**config.mk**
```make
export PLATFORM = sky130hd
export DESIGN_NAME = sorted_key_binary_search
export DESIGN_NICKNAME = d
export VERILOG_FILES = /design/src/sv/skbs_pkg.sv /design/src/sv/skbs_engine.sv /design/src/sv/sorted_key_binary_search.sv
export SDC_FILE = /design/constraint.sdc
export NUM_CORES = 1
export LEC_CHECK = 0
export ABC_AREA = 1
export BUFFER_PORTS_ARGS = -buffer_cell sky130_fd_sc_hd__buf_2
export CAP_MARGIN = 20
export CELL_PAD_IN_SITES_DETAIL_PLACEMENT = 0
export CELL_PAD_IN_SITES_GLOBAL_PLACEMENT = 1
export CORE_MARGIN = 2
export CORE_UTILIZATION = 35
export CTS_CLUSTER_DIAMETER = 30
export DETAILED_ROUTE_END_ITERATION = 10
export GPL_ROUTABILITY_DRIVEN = 0
export PLACE_DENSITY_LB_ADDON = 0.1
export SKIP_CTS_REPAIR_TIMING = 1
export SYNTH_ARGS = -nofsm -noshare
export SYNTH_HDL_FRONTEND = slang
export SYNTH_SLANG_ARGS = --single-unit
```
**constraint.sdc**
```tcl
create_clock -name clk -period 7.1 [get_ports clk]
set_clock_uncertainty 0.2 [all_clocks]
set_input_delay 1.065 -clock clk [delete_from_list [all_inputs] [get_ports clk]]
set_output_delay 1.065 -clock clk [all_outputs]
set_load 0.01 [all_outputs]
```
**src/sv/skbs_pkg.sv**
```systemverilog
// Shared types, constants and a helper function for the sorted key search block.
`timescale 1ns / 1ps

package skbs_pkg;

	// Table geometry.
	localparam int TABLE_DEPTH = 16;
	localparam int SLOT_W      = $clog2(TABLE_DEPTH);
	localparam int CNT_W       = $clog2(TABLE_DEPTH + 1);
	localparam int KEY_W       = 32;

	// Register port geometry: one register word, plus one word address bit.
	localparam int APB_DATA_W = 32;
	localparam int ADDR_W     = 3;

	localparam logic [ADDR_W-3:0] REG_ENTRY_COUNT = '0;

	// Command codes carried by a request word.
	localparam logic CMD_LOAD   = 1'b0;
	localparam logic CMD_SEARCH = 1'b1;

	// Request word: one load or one search.
	typedef struct packed {
		logic                    command;
		logic [SLOT_W-1:0]       slot_index;
		logic signed [KEY_W-1:0] key_value;
	} req_t;

	// Response word: one per search.
	typedef struct packed {
		logic              found;
		logic [SLOT_W-1:0] position;
	} rsp_t;

	// Search sequencer states.
	typedef enum logic [1:0] {
		ST_IDLE,
		ST_PRIME,
		ST_STEP,
		ST_DONE
	} state_t;

	// Which range bound the port A read of the last step refreshed.
	typedef enum logic [1:0] {
		BSEL_NONE,
		BSEL_LO,
		BSEL_HI
	} bsel_t;

	// Middle slot of the range [lo, hip - 1]; valid only when lo < hip.
	function automatic logic [CNT_W-1:0] mid_of(input logic [CNT_W-1:0] lo,
			input logic [CNT_W-1:0] hip);
		logic [CNT_W-1:0] span;
		span = hip - lo - CNT_W'(1);
		return lo + (span >> 1);
	endfunction

endpackage

```
**src/sv/skbs_engine.sv**
```systemverilog
// Key table memory and the binary search sequencer with its response register.
`timescale 1ns / 1ps

module skbs_engine (
	input  logic                      clk,
	input  logic                      arst_n,
	input  logic [skbs_pkg::CNT_W-1:0] entry_count,
	input  logic                      req_valid,
	output logic                      req_ready,
	input  skbs_pkg::req_t            req,
	output logic                      rsp_valid,
	input  logic                      rsp_ready,
	output skbs_pkg::rsp_t            rsp
);
	import skbs_pkg::*;

	// Key table: two synchronous read ports, one write port.
	logic signed [KEY_W-1:0] key_mem [TABLE_DEPTH];
	logic signed [KEY_W-1:0] rd_a_q;
	logic signed [KEY_W-1:0] rd_b_q;

	state_t state_q;
	state_t state_d;

	logic [CNT_W-1:0]        lo_q;
	logic [CNT_W-1:0]        hip_q;
	logic signed [KEY_W-1:0] key_q;
	logic signed [KEY_W-1:0] klo_q;
	logic signed [KEY_W-1:0] khi_q;
	bsel_t                   bsel_q;
	rsp_t                    res_q;
	logic                    rsp_valid_q;
	rsp_t                    rsp_q;

	logic                    req_fire;
	logic [CNT_W-1:0]        cnt_sat;
	logic [CNT_W-1:0]        mid_cur;
	logic signed [KEY_W-1:0] klo_eff;
	logic signed [KEY_W-1:0] khi_eff;
	logic                    below;
	logic                    above;
	logic                    hit;
	logic                    go_up;
	logic [CNT_W-1:0]        lo_n;
	logic [CNT_W-1:0]        hip_n;
	logic                    range_empty;
	logic                    step_stop;
	logic [CNT_W-1:0]        mid_n;
	logic [CNT_W-1:0]        hi_n;
	logic [CNT_W-1:0]        last_slot;

	logic [SLOT_W-1:0]       addr_a;
	logic [SLOT_W-1:0]       addr_b;
	logic                    mem_we;
	logic                    rsp_load;

	assign req_fire  = req_valid && req_ready;
	assign req_ready = (state_q == ST_IDLE);

	// Count of keys in use, limited to the table depth.
	assign cnt_sat   = (entry_count > CNT_W'(TABLE_DEPTH)) ? CNT_W'(TABLE_DEPTH) : entry_count;
	assign last_slot = cnt_sat - CNT_W'(1);

	// One search step: bound check against the cached or freshly read bound keys,
	// then compare with the middle key and narrow the range.
	assign mid_cur     = mid_of(lo_q, hip_q);
	assign klo_eff     = (bsel_q == BSEL_LO) ? rd_a_q : klo_q;
	assign khi_eff     = (bsel_q == BSEL_HI) ? rd_a_q : khi_q;
	assign below       = key_q < klo_eff;
	assign above       = key_q > khi_eff;
	assign hit         = key_q == rd_b_q;
	assign go_up       = key_q > rd_b_q;
	assign lo_n        = go_up ? (mid_cur + CNT_W'(1)) : lo_q;
	assign hip_n       = go_up ? hip_q : mid_cur;
	assign hi_n        = hip_n - CNT_W'(1);
	assign range_empty = lo_n >= hip_n;
	assign step_stop   = below || above || hit || range_empty;
	assign mid_n       = mid_of(lo_n, hip_n);

	// Next state.
	always_comb begin
		state_d = state_q;
		case (state_q)
			ST_IDLE: begin
				if (req_fire && req.command == CMD_SEARCH) begin
					state_d = (cnt_sat == '0) ? ST_DONE : ST_PRIME;
				end
			end
			ST_PRIME: begin
				state_d = ST_STEP;
			end
			ST_STEP: begin
				if (step_stop) begin
					state_d = ST_DONE;
				end
			end
			ST_DONE: begin
				if (!rsp_valid_q || rsp_ready) begin
					state_d = ST_IDLE;
				end
			end
			default: begin
				state_d = ST_IDLE;
			end
		endcase
	end

	// Memory addresses and strobes for each state.
	always_comb begin
		addr_a   = '0;
		addr_b   = '0;
		mem_we   = 1'b0;
		rsp_load = 1'b0;
		case (state_q)
			ST_IDLE: begin
				mem_we = req_fire && req.command == CMD_LOAD;
				addr_a = '0;
				addr_b = last_slot[SLOT_W-1:0];
			end
			ST_PRIME: begin
				addr_b = mid_cur[SLOT_W-1:0];
			end
			ST_STEP: begin
				addr_a = go_up ? lo_n[SLOT_W-1:0] : hi_n[SLOT_W-1:0];
				addr_b = mid_n[SLOT_W-1:0];
			end
			ST_DONE: begin
				rsp_load = !rsp_valid_q || rsp_ready;
			end
			default: begin
				addr_a = '0;
			end
		endcase
	end

	// Key table write and registered reads.
	always_ff @(posedge clk) begin
		if (mem_we) begin
			key_mem[req.slot_index] <= req.key_value;
		end
		rd_a_q <= key_mem[addr_a];
		rd_b_q <= key_mem[addr_b];
	end

	// Search datapath registers.
	always_ff @(posedge clk) begin
		case (state_q)
			ST_IDLE: begin
				key_q <= req.key_value;
				lo_q  <= '0;
				hip_q <= cnt_sat;
				res_q <= '0;
			end
			ST_PRIME: begin
				klo_q  <= rd_a_q;
				khi_q  <= rd_b_q;
				bsel_q <= BSEL_NONE;
			end
			ST_STEP: begin
				klo_q  <= klo_eff;
				khi_q  <= khi_eff;
				lo_q   <= lo_n;
				hip_q  <= hip_n;
				bsel_q <= go_up ? BSEL_LO : BSEL_HI;
				if (hit && !below && !above) begin
					res_q <= '{found: 1'b1, position: mid_cur[SLOT_W-1:0]};
				end else begin
					res_q <= '0;
				end
			end
			default: begin
				res_q <= res_q;
			end
		endcase
	end

	// State register and response valid.
	always_ff @(posedge clk or negedge arst_n) begin
		if (!arst_n) begin
			state_q     <= ST_IDLE;
			rsp_valid_q <= 1'b0;
		end else begin
			state_q <= state_d;
			if (rsp_load) begin
				rsp_valid_q <= 1'b1;
			end else if (rsp_ready) begin
				rsp_valid_q <= 1'b0;
			end
		end
	end

	// Response word register.
	always_ff @(posedge clk) begin
		if (rsp_load) begin
			rsp_q <= res_q;
		end
	end

	assign rsp_valid = rsp_valid_q;
	assign rsp       = rsp_q;

endmodule

```
**src/sv/sorted_key_binary_search.sv**
```systemverilog
// An accepted search runs ST_PRIME, one ST_STEP per probe (1 to 5 probes), then ST_DONE,
// which loads the response register once it is free and so raises rsp_valid; an empty table
// goes straight to ST_DONE. A new search is taken only when idle again; one memory probe
// per cycle uses the two read ports of the key table; a load is taken every cycle while idle.
// Reset: entry_count clears to zero and the sequencer goes idle; the key table is not cleared,
// so every slot must be loaded before a search reaches it.
`timescale 1ns / 1ps

module sorted_key_binary_search (
	input  logic                           clk,
	input  logic                           arst_n,
	input  logic                           psel,
	input  logic                           penable,
	input  logic                           pwrite,
	input  logic [skbs_pkg::ADDR_W-1:0]     paddr,
	input  logic [skbs_pkg::APB_DATA_W-1:0] pwdata,
	output logic [skbs_pkg::APB_DATA_W-1:0] prdata,
	output logic                           pready,
	input  logic                           req_valid,
	output logic                           req_ready,
	input  skbs_pkg::req_t                 req,
	output logic                           rsp_valid,
	input  logic                           rsp_ready,
	output skbs_pkg::rsp_t                 rsp
);
	import skbs_pkg::*;

	logic [CNT_W-1:0] entry_count_q;
	logic             reg_sel;
	logic             reg_wr;

	// Register decode on the word address.
	assign pready  = 1'b1;
	assign reg_sel = (paddr[ADDR_W-1:2] == REG_ENTRY_COUNT);
	assign reg_wr  = psel && penable && pwrite && pready && reg_sel;

	always_ff @(posedge clk or negedge arst_n) begin
		if (!arst_n) begin
			entry_count_q <= '0;
		end else if (reg_wr) begin
			entry_count_q <= pwdata[CNT_W-1:0];
		end
	end

	// Register read data.
	assign prdata = reg_sel ? {{(APB_DATA_W - CNT_W){1'b0}}, entry_count_q} : '0;

	// Key table and search sequencer.
	skbs_engine u_engine (
		.clk         (clk),
		.arst_n      (arst_n),
		.entry_count (entry_count_q),
		.req_valid   (req_valid),
		.req_ready   (req_ready),
		.req         (req),
		.rsp_valid   (rsp_valid),
		.rsp_ready   (rsp_ready),
		.rsp         (rsp)
	);

endmodule
```
-- Word-level counts from Yosys, hierarchy flattened
Memory sizes are Yosys's and may differ from the RTL's. A register that Yosys moved wholly into a read port is not among the register bits.
Index checks and enable logic that the tools add are counted.
- bits in latches: 0
- bits in writable memories: 512
- ROM bits: 0
- memories: 1
- register bits after elaboration: 126
- input port bits: 79
- reduce and logical (&&, ||, !) cells: 21
- shift-type cells: 0
- bitwise logic cells: 2
- mux-type cells: 28
- div/mod/pow operators: 0
- add/subtract/negate cells: 9
- equal/unequal tests: 9
- magnitude comparators: 5
- multipliers: 0
- memory list (name ; words ; bits a word ; rd ports ; clocked after Yosys merged registers in ; wr ports ; RTL line ; text):
    u_engine.key_mem ; 16 ; 32 ; 2 ; 2 ; 1 ; skbs_engine.sv:18 ; logic signed [KEY_W-1:0] key_mem [TABLE_DEPTH];
- operators with widths (cell ; count):
    $pmux W32 S2 ; 2
    $gt A32 B32 Y1 ; 2
    $mux W32 ; 2
    $eq A32 B32 Y1 ; 1
    $lt A32 B32 Y1 ; 1
    $pmux W5 S2 ; 3
    $mux W5 ; 5
    $pmux W4 S3 ; 1
    $mux W2 ; 5
    $sub A5 B1 Y5 const B ; 2
    $sub A5 B5 Y5 ; 2
    $logic_and A1 B1 Y1 ; 8
    $mux W4 ; 2
    $pmux W2 S4 ; 1
    $sub A4 B1 Y4 const B ; 2
    $eq A2 B2 Y1 const B ; 3
    $mux W1 ; 6
    $reduce_bool A2 Y1 ; 3
    $add A5 B1 Y5 const B ; 1
    $add A5 B4 Y5 ; 1
    $ge A5 B5 Y1 ; 1
    $gt A5 B5 Y1 const B ; 1
    $logic_not A5 Y1 ; 1
    $add A4 B4 Y4 ; 1
    other kinds (9) ; 17

-- Longest topological paths before layout
- depth after elaboration: 9
- depth in mapped cells: 43

-- By module
A second synthesis with hierarchy kept.
- cell total of the unflattened synthesis: 3753
- area, all modules: 36248.5 sq um
- modules (own cells, without submodules) (module ; area an instance (sq um) ; cells an instance ; seq. area each (sq um) ; times used):
    skbs_engine ; 35771.8 ; 3688 ; 20274.4 ; 1
    sorted_key_binary_search ; 476.7 ; 65 ; 125.1 ; 1

-- Worst setup path before layout
OpenSTA, ideal clock, no wires.
- kind: register -> register
- start point: register u_engine.lo_q[0]
- end point: register u_engine.rd_b_q[21] (read register of u_engine.key_mem)
- data required time: 6.842 ns
- clock period less this slack: 4.980 ns
- stages on the path, launching flop included: 34
- path slack: 2.120 ns
- data arrival time: 4.722 ns
- path through: edfxtp_1 -> nor2_1 -> fa_1 -> ha_1 -> inv_1 -> fa_1 -> inv_1 -> ha_1 -> inv_1 -> nand4_1 -> nand2_2 -> nand2_1 -> nand2_1 -> inv_2 -> ha_1 -> a21oi_1 -> nand2_2 -> nand2_1 -> nand2_1 -> nand2_1 -> inv_1 -> ha_1 -> nand2_1 -> o211ai_1 -> nand2_1 -> clkbuf_1 -> buf_1 -> buf_1 -> nand2_1 -> nand2_1 -> nand2_1 -> nand2_1 -> nand3_1 -> nand2_1
- cells in the longest elaborated chain, start to end: 9
- elaborated cells on any way between the ends: 10
- those cells by class: add/sub (7); mux (3)
- ends and longest elaborated chain (item ; RTL line ; text):
    start: declaration ; skbs_engine.sv:25 ; logic [CNT_W-1:0] lo_q;
    start signal: assignment ; skbs_engine.sv:162 ; lo_q <= lo_n;
    $sub A5 B5 Y5 ; skbs_pkg.sv:54 ; span = hip - lo - CNT_W'(1);
    $sub A5 B1 Y5 ; skbs_pkg.sv:54 ;
    $add A5 B4 Y5 (*) ; skbs_pkg.sv:55 ; return lo + (span >> 1);
    net u_engine.mid_cur[1] ; skbs_engine.sv:37 ; logic [CNT_W-1:0] mid_cur;
    $add A5 B1 Y5 ; skbs_engine.sv:73 ; assign lo_n = go_up ? (mid_cur + CNT_W'(1)) : lo_q;
    $mux W5 ; skbs_engine.sv:73 ;
    $sub A5 B5 Y5 ; skbs_pkg.sv:54 ;
    $sub A5 B1 Y5 ; skbs_pkg.sv:54 ;
    $add A4 B4 Y4 ; skbs_pkg.sv:55 ;
    $pmux W4 S3 (*) ; skbs_engine.sv:114 ; case (state_q)
    end: declaration ; skbs_engine.sv:20 ; logic signed [KEY_W-1:0] rd_b_q;
Mark *: on every way through the listed nets, which the timed path passes. The rest lies on a longest branch.
A chain may end at the register's enable or synchronous reset.

-- Worst setup path after layout
- start point: register u_engine.key_q[13]
- end point: register u_engine.rd_b_q[15] (read register of u_engine.key_mem)
- cells in the longest elaborated chain, start to end: 6
- elaborated cells on any way between the ends: 7
- those cells by class: add/sub (3); order compare (1); mux (3)
- ends and longest elaborated chain (item ; RTL line ; text):
    start: declaration ; skbs_engine.sv:27 ; logic signed [KEY_W-1:0] key_q;
    start signal: assignment ; skbs_engine.sv:149 ; key_q <= req.key_value;
    $gt A32 B32 Y1 (*) ; skbs_engine.sv:72 ; assign go_up = key_q > rd_b_q;
    $mux W5, on equally long branches ; skbs_engine.sv:74, skbs_engine.sv:73 ;
    $sub A5 B5 Y5 ; skbs_pkg.sv:54 ;
    $sub A5 B1 Y5 ; skbs_pkg.sv:54 ;
    $add A4 B4 Y4 (*) ; skbs_pkg.sv:55 ;
    $pmux W4 S3 (*) ; skbs_engine.sv:114 ;
Every way passes the cells marked *; elsewhere a longest branch is shown, timed or not.

==> flow_summary.html <==
<table>
<tr><th>Metric</th><th>Value</th></tr>
<tr><th colspan="2">Clock network</th></tr>
<tr><td>TritonCTS clock tree</td><td>built</td></tr>
<tr><td>Clk Tree Root Cell</td><td>sky130_fd_sc_hd__clkbuf_16</td></tr>
<tr><td>Max H-tree Level</td><td>4</td></tr>
<tr><td>Clock latency of the later-clocked register in the worst-skew pair</td><td>between 0.7 and 0.8 ns</td></tr>
<tr><td>Clock input transition at the sequential cells of the worst setup and hold paths</td><td>about 0.050 ns</td></tr>
<tr><td>Number of clock sinks seen by CTS</td><td>702</td></tr>
<tr><td>Number of buffers added by the clock tree synthesis step</td><td>199</td></tr>
<tr><td>Number of buffers on the longest clock path</td><td>3</td></tr>
<tr><th colspan="2">Global route</th></tr>
<tr><td>Overflow after GRT</td><td>0</td></tr>
<tr><td>GR Util All Layers</td><td>roughly 22%</td></tr>
<tr><td>Number of antenna violations at the first check in global routing</td><td>8</td></tr>
<tr><td>Largest net degree at the start of global routing</td><td>between 100 and 150</td></tr>
<tr><td>Via count of the first global-routing pass</td><td>28590</td></tr>
<tr><td>First-pass GRT wire length</td><td>179200 microns</td></tr>
<tr><th colspan="2">Detailed routing</th></tr>
<tr><td>Vias</td><td>28860</td></tr>
<tr><td>First-pass iteration count of the detailed router</td><td>5</td></tr>
<tr><td>Final Routed Wirelength</td><td>119700 microns</td></tr>
<tr><td>Antenna viol nets, final</td><td>0</td></tr>
<tr><td>Remaining routing DRC violations</td><td>0</td></tr>
<tr><td>Number of design-rule violations left by the first detailed-router iteration</td><td>1829</td></tr>
<tr><td>Mean routed wirelength per cell</td><td>between 20 and 25 microns</td></tr>
<tr><td>Vias per inst</td><td>4.966</td></tr>
<tr><th colspan="2">STA</th></tr>
<tr><td>Min cycle time layout</td><td>6.089 ns</td></tr>
<tr><td>Fraction of the cycle the final worst path needs</td><td>a little under nine tenths</td></tr>
<tr><td>Worst relative slew slack</td><td>29.21%</td></tr>
<tr><td>Setup violators final</td><td>0</td></tr>
<tr><td>Final hold violations</td><td>0</td></tr>
<tr><td>Fin. max-slew vios</td><td>0</td></tr>
<tr><td>Total negative slack</td><td>0 ns</td></tr>
<tr><td>Actual transition at the worst max-transition pin</td><td>between 1 and 1.5 ns</td></tr>
<tr><td>RSZ-0062 raised after global routing</td><td>false</td></tr>
<tr><td>Max Clk Rate</td><td>~160 MHz</td></tr>
<tr><th colspan="2">Floorplan</th></tr>
<tr><td>Die outline height</td><td>333.3 microns</td></tr>
<tr><td>Die ar.</td><td>0.1111 sq mm</td></tr>
<tr><td>Die X-Extent</td><td>roughly 330 microns</td></tr>
<tr><td>I/O Pins</td><td>between 100 and 150</td></tr>
<tr><td>Cell row count</td><td>between 100 and 150</td></tr>
<tr><td>Initial core utilization</td><td>35.36%</td></tr>
<tr><td>Floorplan core area</td><td>between 0.1 and 0.15 sq mm</td></tr>
<tr><th colspan="2">Placement</th></tr>
<tr><td>DP Wirelength</td><td>between 60000 and 70000 microns</td></tr>
<tr><td>I/O Buffers</td><td>61</td></tr>
<tr><th colspan="2">Logic synthesis</th></tr>
<tr><td>Ys flop type</td><td>sky130_fd_sc_hd__edfxtp_1</td></tr>
<tr><td>Most frequently used cell type in the post-synthesis netlist</td><td>sky130_fd_sc_hd__nand2_1</td></tr>
<tr><td>Netlist cell types</td><td>53</td></tr>
<tr><td>Flip-flop and latch count after synthesis</td><td>roughly 700</td></tr>
<tr><td>Combined area of all synthesized cells</td><td>0.03796 sq mm</td></tr>
<tr><td>Proportion of synthesized chip area in sequential cells</td><td>approximately 54%</td></tr>
<tr><td>Gate Count Post-Synth</td><td>4170</td></tr>
<tr><td>Warnings, synthesis</td><td>0</td></tr>
<tr><td>Area share of the largest cell type after synthesis</td><td>49.84%</td></tr>
<tr><td>Library cell occupying the most area in the post-synthesis netlist</td><td>sky130_fd_sc_hd__edfxtp_1</td></tr>
<tr><td>Post-synth ARST share</td><td>under 10%</td></tr>
<tr><td>Leading post-synthesis cells by instance count</td><td>1046 x sky130_fd_sc_hd__nand2_1, 630 x sky130_fd_sc_hd__edfxtp_1, 497 x sky130_fd_sc_hd__inv_1</td></tr>
<tr><td>EDFF count, synth</td><td>630</td></tr>
<tr><td>Average cell area after synthesis</td><td>9.103 sq um</td></tr>
<tr><td>Leading post-synthesis cells by cell area</td><td>sky130_fd_sc_hd__edfxtp_1 50%, sky130_fd_sc_hd__nand2_1 10%, sky130_fd_sc_hd__o21ai_0 5.4%, sky130_fd_sc_hd__inv_1 4.9%, sky130_fd_sc_hd__nand3_1 4.6%</td></tr>
<tr><th colspan="2">Worst setup path</th></tr>
<tr><td>Most prevalent standard cell on the critical path</td><td>sky130_fd_sc_hd__nand2_1</td></tr>
<tr><td>Biggest cell delay along the critical path</td><td>0.62 ns</td></tr>
<tr><td>CP endpoint kind</td><td>register</td></tr>
<tr><td>Crit-path slowest cell</td><td>sky130_fd_sc_hd__buf_12</td></tr>
<tr><td>Required time at the endpoint of the critical path</td><td>between 7 and 8 ns</td></tr>
<tr><td>Arrival time of data at the critical path endpoint</td><td>6.59 ns</td></tr>
<tr><td>Worst reg2reg startpoint</td><td>u_engine.key_q[13]</td></tr>
<tr><td>End of the worst register-to-register path</td><td>u_engine.rd_b_q[15]</td></tr>
<tr><td>R2r setup slk</td><td>1.01 ns</td></tr>
<tr><td>Register-to-Register Path Depth</td><td>30</td></tr>
<tr><td>Startpoint Class</td><td>register</td></tr>
<tr><td>Critical Setup Path Class</td><td>register to register</td></tr>
<tr><td>Largest fanout on the critical path</td><td>127</td></tr>
<tr><th colspan="2">Hold path</th></tr>
<tr><td>Class of the worst hold path</td><td>register to register</td></tr>
<tr><td>WHS Path Cells</td><td>0</td></tr>
<tr><td>Hold worst-path end</td><td>u_engine.rsp[0]</td></tr>
<tr><td>Hold Path Origin</td><td>u_engine.res_q[0]</td></tr>
<tr><th colspan="2">Cells and area</th></tr>
<tr><td>Share of cells above drive strength 1</td><td>between 10% and 20%</td></tr>
<tr><td>Number of nets in the layout</td><td>around 4400</td></tr>
<tr><td>Layout Area Growth over Synthesis</td><td>22.34%</td></tr>
<tr><th colspan="2">Job</th></tr>
<tr><td>Number of maximum-capacitance constraint violations</td><td>0</td></tr>
<tr><th colspan="2">Outcome</th></tr>
<tr><td>Outcome</td><td>finished clean</td></tr>
</table>
## how the worst max path moves through the flow
stage	slack, ns	from	endpoint
final	1.01	u_engine.key_q[13]	u_engine.rd_b_q[15]
after global routing	0.56	u_engine.key_q[13]	u_engine.rd_b_q[15]
after CTS	1.03	u_engine.key_q[13]	u_engine.rd_b_q[15]
after detailed placement	1.09	u_engine.key_q[13]	u_engine.rd_b_q[15]
after global placement	1.10	u_engine.key_q[13]	u_engine.rd_b_q[15]
after floorplan	2.12	u_engine.lo_q[0]	u_engine.rd_b_q[21]
## state kept, by name, indices dropped and copies added (netlist names), 32 cells and up
register	flops
u_engine.key_mem	512
u_engine.key_q	32
u_engine.khi_q	32
u_engine.klo_q	32
u_engine.rd_a_q	32
u_engine.rd_b_q	32
## cells in the final DEF (no fill, tap or decap), types with 9 or more instances in the layout
master	n
sky130_fd_sc_hd__a21oi_1	183
sky130_fd_sc_hd__buf_12	20
sky130_fd_sc_hd__buf_2	61
sky130_fd_sc_hd__buf_4	39
sky130_fd_sc_hd__bufinv_16	29
sky130_fd_sc_hd__clkbuf_1	38
sky130_fd_sc_hd__clkbuf_16	204
sky130_fd_sc_hd__clkbuf_8	10
sky130_fd_sc_hd__clkinv_1	17
sky130_fd_sc_hd__clkinv_2	48
sky130_fd_sc_hd__clkinvlp_4	19
sky130_fd_sc_hd__conb_1	28
sky130_fd_sc_hd__dfxtp_1	64
sky130_fd_sc_hd__edfxtp_1	630
sky130_fd_sc_hd__ha_1	118
sky130_fd_sc_hd__inv_1	494
sky130_fd_sc_hd__mux2i_1	62
sky130_fd_sc_hd__nand2_1	1042
sky130_fd_sc_hd__nand2_2	16
sky130_fd_sc_hd__nand3_1	351
sky130_fd_sc_hd__nand3_2	32
sky130_fd_sc_hd__nand3b_1	63
sky130_fd_sc_hd__nand4_1	16
sky130_fd_sc_hd__nor2_1	83
sky130_fd_sc_hd__nor2_4	18
sky130_fd_sc_hd__o211a_1	31
sky130_fd_sc_hd__o211ai_1	105
sky130_fd_sc_hd__o21ai_0	408
sky130_fd_sc_hd__o21ai_1	60
sky130_fd_sc_hd__or2_2	32
sky130_fd_sc_hd__xor2_1	9
## cell type report
cell class	instances	area, sq um
multi-input combinational	2708	14500
fill	10450	60910
timing repair buffer	123	1064
clock inverter	121	1440
inverter	499	1889
antenna	3	7.507
clock buffer	252	5385
sequential	702	20400
tap	1403	1755
## metrics by stage
stage                     utilization, %  std cells  setup slack (ns)  hold slack, ns  cell area, sq um
final                              43.26       5811             1.011          0.2192             46440
after floorplan                        -       4196             2.120          0.2003             38060
after detailed placement           36.83       5432             1.088          0.2080             39540
after global placement             36.81       5431             1.104          0.2079             39520
after CTS                          43.19       5805             1.030        -0.09427             46370
after global routing               43.25       5809            0.5563          0.2446             46430
## critical path, delay by kind of cell, from the launching register on
family | cells | cell delay [ns]
buf+inv | 3 | 0.71
flops | 1 | 0.45
fa+ha+maj | 4 | 1.10
simple gates | 18 | 2.13
compound gates | 5 | 1.30
## routing by layer
metal | vias up | routed length [microns] | track usage [%]
li1 | 14360 | - | -
met1 | 13680 | 57160 | 29.38
met2 | 631 | 55270 | 35.18
met3 | 189 | 4888 | 3.419
met4 | 0 | 2419 | 6.373
met5 | - | 0 | 0
## kinds of logic (layout without fill, tap and decap cells)
group,count (synthesis),after routing,share of synthesized area [%]
AOI/OAI and AO/OA,809,809,11.93
muxes,63,63,1.665
xor gates and xnor gates,13,13,0.3000
and+or+nand+nor,1674,1674,19.49
DFF,702,702,53.74
buffers and inverters,786,995,8.827
adders and majority gates,121,121,4.028
other,2,31,0.01978
Power is not shown: default switching activity piles up to over one toggle a cycle in this logic, so the estimate is an artifact.
